===== src/hw/rtl/cpp_delay.sv =====
// Enabled delay line carrying a valid bit and side data.
// No dependencies.
module cpp_delay #(
   parameter int W     = 8,
   parameter int DEPTH = 4
) (
   input  logic         clock,
   input  logic         reset,
   input  logic         en,
   input  logic         valid_i,
   input  logic [W-1:0] data_i,
   output logic         valid_o,
   output logic [W-1:0] data_o
);

   logic         valid_ff [0:DEPTH-1];
   logic [W-1:0] data_ff  [0:DEPTH-1];

   // first tap
   always_ff @(posedge clock) begin
      if (reset) begin
         valid_ff[0] <= 1'b0;
      end else if (en) begin
         valid_ff[0] <= valid_i;
      end
   end

   always_ff @(posedge clock) begin
      if (en) begin
         data_ff[0] <= data_i;
      end
   end

   // remaining taps
   for (genvar k = 1; k < DEPTH; k++) begin : g_tap
      always_ff @(posedge clock) begin
         if (reset) begin
            valid_ff[k] <= 1'b0;
         end else if (en) begin
            valid_ff[k] <= valid_ff[k-1];
         end
      end

      always_ff @(posedge clock) begin
         if (en) begin
            data_ff[k] <= data_ff[k-1];
         end
      end
   end

   assign valid_o = valid_ff[DEPTH-1];
   assign data_o  = data_ff[DEPTH-1];

endmodule


===== config.mk =====
export PLATFORM = sky130hd
export DESIGN_NAME = cpp_delay
export DESIGN_NICKNAME = d
export VERILOG_FILES = /design/src/hw/rtl/cpp_delay.sv
export SDC_FILE = /design/constraint.sdc
export NUM_CORES = 1
export LEC_CHECK = 0
export BUFFER_PORTS_ARGS = -buffer_cell sky130_fd_sc_hd__buf_2
export CAP_MARGIN = 30
export CORE_MARGIN = 2
export CORE_UTILIZATION = 51
export DETAILED_ROUTE_END_ITERATION = 7
export GPL_TIMING_DRIVEN = 0
export PLACE_DENSITY = 0.74
export SETUP_SLACK_MARGIN = 0.02
export SLEW_MARGIN = 30
export SYNTH_ARGS = -nofsm -noshare
export SYNTH_HDL_FRONTEND = slang
export SYNTH_SLANG_ARGS = --single-unit

===== constraint.sdc =====
create_clock -name clock -period 1.05 [get_ports clock]
set_clock_uncertainty 0.2 [all_clocks]
set_input_delay 0.105 -clock clock [delete_from_list [all_inputs] [get_ports clock]]
set_output_delay 0.105 -clock clock [all_outputs]
set_load 0.01 [all_outputs]

==> metrics.txt, run 1 <==
Netlist cell types 3; CP Launch Point data_ff[3][3]$_DFFE_PP_; initial core utilization 55.5%; Worst-path clk slew 0.09 ns; period utilization 109%; Num CTS Buffers 5; vias in the first global route roughly 420; Slew HR 72.0%; core box area 2020 sq um; Via density ~4.7; H-tree Lvls 2; Slowest cell on crit path edfxtp_1; Routed WL 1230 microns; routed vias 491; Final min period 1.14 ns; cell count after synthesis 41; drt initial violations 10; detailed placement HPWL about 700 microns; sequential share of the synthesized area 96.3%; Place WS -0.430 ns; worst r2r src valid_ff[1][0]$_SDFFCE_PN0P_; failing checks negative hold slack, negative setup slack; ANT nets after route 0; n_diodes 0; Critical Path Source Type flip-flop; WS Path Type reg2out; Min-Delay Path Class in2reg; cell area after layout between 1000 and 1500 sq um; Warnings, synthesis 0; Setup Fix Bufs, Post-CTS 0; syn_nets 53; netlist area before placement 1120 sq um; Die ar. between 2000 and 3000 sq um; worst-margin pin slew 0.420 ns; largest net degree at the start of global routing 38; clk root buf clkbuf_4; initial antenna violation count 0; Detailed Routing Iterations Pass 1 2; top layer reached by signal wires met4; GRT Overall Usage 11.9%; clock sinks 36; Top delay family on crit path flip-flops; Final Hold Viols 1; GP Congestion around 0.66; RSZ-0062 raised after global routing yes; CP Capture Type output port; grt total ovfl 0; WP data arrival 0.84 ns; setup tns final -0.623 ns; Post-route DRC 0; slowest stage delay, CP 0.38 ns; Die Wd 50.9 microns; Synth Area per Inst 27.4 sq um; CP required 0.74 ns; worst skew pair latency 0.31 ns; IO Port Bufs 20; worst-path cell chain buf_2; Ports 21; fin nets 88; Setup WS post-layout -0.0942 ns; endpoints failing setup 9; power density over cell area 1920 nW/um^2; Max Freq 874 MHz; CTS tree yes; wire length on met2 588 microns; CTS Buffer Depth 2; placed cell area 1260 sq um; Leakage between 0.5 and 0.6 nW; Yosys reg bits 36; hold_buf cts 8; M1 wire length 527 microns; critical path peak fanout 1; global-route wire length before repair 1950 microns; Peak supply drop about 0.0014 V; Bufs and invs on worst path 1; mean routed wirelength per cell roughly 12 microns; synthesis-to-finish area growth 26.1%; metal3 WL 84 microns; Die Y 50.9 microns; Fin Hold WS -0.0628 ns; layout cell share with drive strength beyond 1 about a third; Final Max Tran Viols 0; min-delay src valid_i; status finished, violations left; Rows 16; Max Cap Viol 0
sequential cells by signal (all words and copies together) (netlist names):
| signal | count |
|---|---|
| data_ff | 32 |
| valid_ff | 4 |
per-stage QoR:
stage | instances | util (%) | hold slack (ns) | power (W)
6_report | 104 | 70.0 | -0.0628 | 0.00271
2_1_floorplan | 41 | - | 0.00387 | 0.00176
3_3_place_gp | 88 | 62.1 | 0.0810 | 0.00181
5_1_grt | 104 | 70.0 | -0.0564 | 0.00282
3_5_place_dp | 88 | 62.1 | 0.0831 | 0.00183
4_1_cts | 104 | 70.0 | -0.0733 | 0.00274
worst paths after layout:
path              cells after the start  slack, ns                        to
setup / recovery                      1      -0.09                 data_o[3]
hold reg to reg                       0       0.23   data_ff[1][2]$_DFFE_PP_
hold / removal                        2      -0.06  valid_ff[0][0]$_DFFE_PP_
setup reg to reg                      1       0.05  valid_ff[1][1]$_DFFE_PP_
layout make-up:
type	instances	area, sq um
flip-flops and latches	36	1080
fillers	143	607
repair buffers	28	183
multi-input cells	5	41.3
clock buffers	6	41.3
clock inverters	2	35.0
well taps	27	33.8
metal layers:
| layer | up-vias | global-route usage (%) |
|---|---|---|
| li1 | 237 | - |
| met4 | 0 | 9.46 |
| met5 | - | 0 |
| met2 | 22 | 16.7 |
| met1 | 227 | 14.1 |
| met3 | 5 | 5.26 |
Yosys cell counts, drive strengths merged:
master  instances  area (sq um)
edfxtp         36          1080
or2             1          6.26
and3b           4          35.0
cell usage in the layout, fill, tap and decap left out, drive strengths merged:
cell type / n
dlygate4sd3: 8
buf: 20
and3b: 4
clkbuf: 6
clkinv: 1
or2: 1
edfxtp: 36
bufinv: 1
where the power goes:
part,total [W],internal (W),switching [W]
Sequential,0.00171,0.00169,0.0000215
Clock,0.000896,0.000499,0.000397
Combinational,0.000106,0.0000522,0.0000534
kinds of logic after synthesis:
kind of cell     count (synthesis)  synth area share (%)
AND/OR/NAND/NOR                  5                  3.68
flip-flops                      36                  96.3
what timing repair did:
action	4_1_cts	5_1_grt
hold endpoints to repair	11	3
setup endpoints to repair	13	10
resized for setup	1	0
Note: power is estimated with default switching activity, not from simulation.
==> inputs of run 2 (changes only) <==
--- a/config.mk
+++ b/config.mk
@@ -6,7 +6,7 @@
 export NUM_CORES = 1
 export LEC_CHECK = 0
 export BUFFER_PORTS_ARGS = -buffer_cell sky130_fd_sc_hd__buf_2
-export CAP_MARGIN = 30
+export CAP_MARGIN = 10
 export CORE_MARGIN = 2
 export CORE_UTILIZATION = 51
 export DETAILED_ROUTE_END_ITERATION = 7
==> constraint.sdc (replaced) <==
create_clock -name clock -period 1.1 [get_ports clock]
set_clock_uncertainty 0.2 [all_clocks]
set_input_delay 0.11 -clock clock [delete_from_list [all_inputs] [get_ports clock]]
set_output_delay 0.11 -clock clock [all_outputs]
set_load 0.01 [all_outputs]
==> metrics.txt, run 2 (synthesized netlist as in run 1, its figures left out) <==
Worst-path clk slew 0.09 ns (about the same); WP data arrival 0.84 ns (about the same); Num CTS Buffers 5 (unchanged); core box area 2020 sq um (unchanged); fin nets 90 (was 88); Worst Reg-to-Reg Cells 1 (unchanged); layout cell share with drive strength beyond 1 34.2% (was 35.1%); power density over cell area 1810 nW/um^2 (was 1920 nW/um^2); worst skew pair latency 0.31 ns (about the same); worst r2r src valid_ff[1][0]$_SDFFCE_PN0P_ (unchanged); Bufs and invs on worst path 1 (unchanged); placed cell area 1260 sq um (unchanged); IO Port Bufs 20 (unchanged); Setup WS post-layout -0.0490 ns (was -0.0942 ns); Place WS -0.385 ns (was -0.430 ns); reg-to-reg setup timing slack 0.10 ns (was 0.05 ns); GP Congestion 0.665 (unchanged); CP Capture Type output port (unchanged); ANT nets after route 0 (unchanged); CP Launch Point data_ff[3][3]$_DFFE_PP_ (unchanged); global-route wire length before repair 2000 microns (was 1950 microns); setup tns final -0.215 ns (was -0.623 ns); Final Max Tran Viols 0 (unchanged); largest net degree at the start of global routing 38 (unchanged); Largest Register data_ff (unchanged); Top delay family on crit path flip-flops (unchanged); Die Y 50.9 microns (unchanged); Layout Cells excl Fill 106 (was 104); Min-Delay Path Class in2reg (unchanged); period utilization 104%; Leakage 0.552 nW (was 0.544 nW); Slowest cell on crit path edfxtp_1 (unchanged); Ports 21 (unchanged); failing checks negative setup slack (was negative hold slack, negative setup slack); n_diodes 0 (unchanged); clock sinks 36 (unchanged); Rows 16 (unchanged); Final Hold Viols 0 (was 1); clk root buf clkbuf_4 (unchanged); Fin Hold WS 0.0307 ns (was -0.0628 ns); WS Path Type reg2out (unchanged); Placed Cells 88 (unchanged); H-tree Lvls 2 (unchanged); Routed WL 1260 microns (was 1230 microns); slowest stage delay, CP 0.38 ns (about the same); Final min period 1.15 ns; max reg flops 32 (unchanged); status finished, violations left (unchanged); vias in the first global route 426 (was 421); Critical Path Source Type flip-flop (unchanged); initial core utilization 55.5% (unchanged); drt initial violations 7 (was 10); commonest cells after routing, fill and taps aside edfxtp_1 (36), buf_2 (19), dlygate4sd3_1 (10) (was edfxtp_1 (36), buf_2 (19), dlygate4sd3_1 (8)); CTS Buffer Depth 2 (unchanged); worst-path cell chain buf_2 (unchanged); grt total ovfl 0 (unchanged); initial antenna violation count 0 (unchanged); hold depth 2 (unchanged); min-delay src reset (was valid_i); Die ar. 2590 sq um (unchanged); Peak supply drop 0.00130 V (was 0.00140 V); synthesis-to-finish area growth 27.9% (was 26.1%); mean routed wirelength per cell 11.9 microns (was 11.8 microns); detailed placement HPWL 701 microns (unchanged); endpoints failing setup 9 (unchanged); cell area after layout 1440 sq um (was 1420 sq um); routed vias 501 (was 491); worst-margin pin slew 0.415 ns (was 0.420 ns); CTS tree yes (unchanged); most common cell after layout, fill and taps aside edfxtp_1 (unchanged); Post-route DRC 0 (unchanged); CP required 0.79 ns (was 0.74 ns); Detailed Routing Iterations Pass 1 2 (unchanged); Max Cap Viol 0 (unchanged); Crit path depth 1 (unchanged); RSZ-0062 raised after global routing yes (unchanged); Via density 4.73 (was 4.72); critical path peak fanout 1 (unchanged); Max Freq 870 MHz; Die Wd 50.9 microns (unchanged); largest registers data_ff (32), valid_ff (4) (unchanged); Slew HR 72.4% (was 72.0%); GRT Overall Usage 12.2% (was 11.9%)
==> run 2: cell count changes in the layout (fill, tap and decap cells not counted) <==
cell	previous run	this run
dlygate4sd3_1	8	10
==> run 2: repair_timing <==
item / CTS / global route
setup endpoints to repair: 13 / 9
hold buffers: 9 / 1
resized for setup: 1 / 0
cloned: 0 / 0
buffers inserted: 0 / 0
endpoints found under the hold margin: 9 / 2
==> run 2: path summary, 6_finish.rpt <==
| check | endpoint |
|---|---|
| max | data_o[3] |
| min | valid_ff[1][1]$_DFFE_PP_ |
| min reg2reg | data_ff[1][2]$_DFFE_PP_ |
| max reg2reg | valid_ff[1][1]$_DFFE_PP_ |
==> run 2: where the power goes <==
group | total (W) | switching, W | internal, W | leakage (nW)
logic | 0.000107 | 0.0000520 | 0.0000545 | 0.153
registers | 0.00163 | 0.0000202 | 0.00161 | 0.357
clock network | 0.000853 | 0.000376 | 0.000477 | 0.0422
==> run 2: area by class of cell <==
class,instances,area (sq um)
clock buffers,6,41.3
clock inverters,2,35.0
fillers,142,587
multi-input cells,5,41.3
flip-flops and latches,36,1080
well taps,27,33.8
repair buffers,30,203
==> run 2: routing by layer <==
| metal | part of all wire, % | track usage (%) | vias to the layer above |
|---|---|---|---|
| met5 | 0 | 0 | - |
| met4 | 2.0 | 9.46 | 0 |
| met3 | 6.7 | 5.26 | 5 |
| met2 | 50 | 17.5 | 22 |
| met1 | 41 | 14.3 | 233 |
| li1 | - | - | 241 |
==> run 2: metrics by stage <==
stage / utilization [%] / total power (W)
after CTS: 70.5 / 0.00261
after global routing: 71.0 / 0.00270
after detailed placement: 62.1 / 0.00175
after global placement: 62.1 / 0.00173
final: 71.0 / 0.00259
after floorplan: - / 0.00168
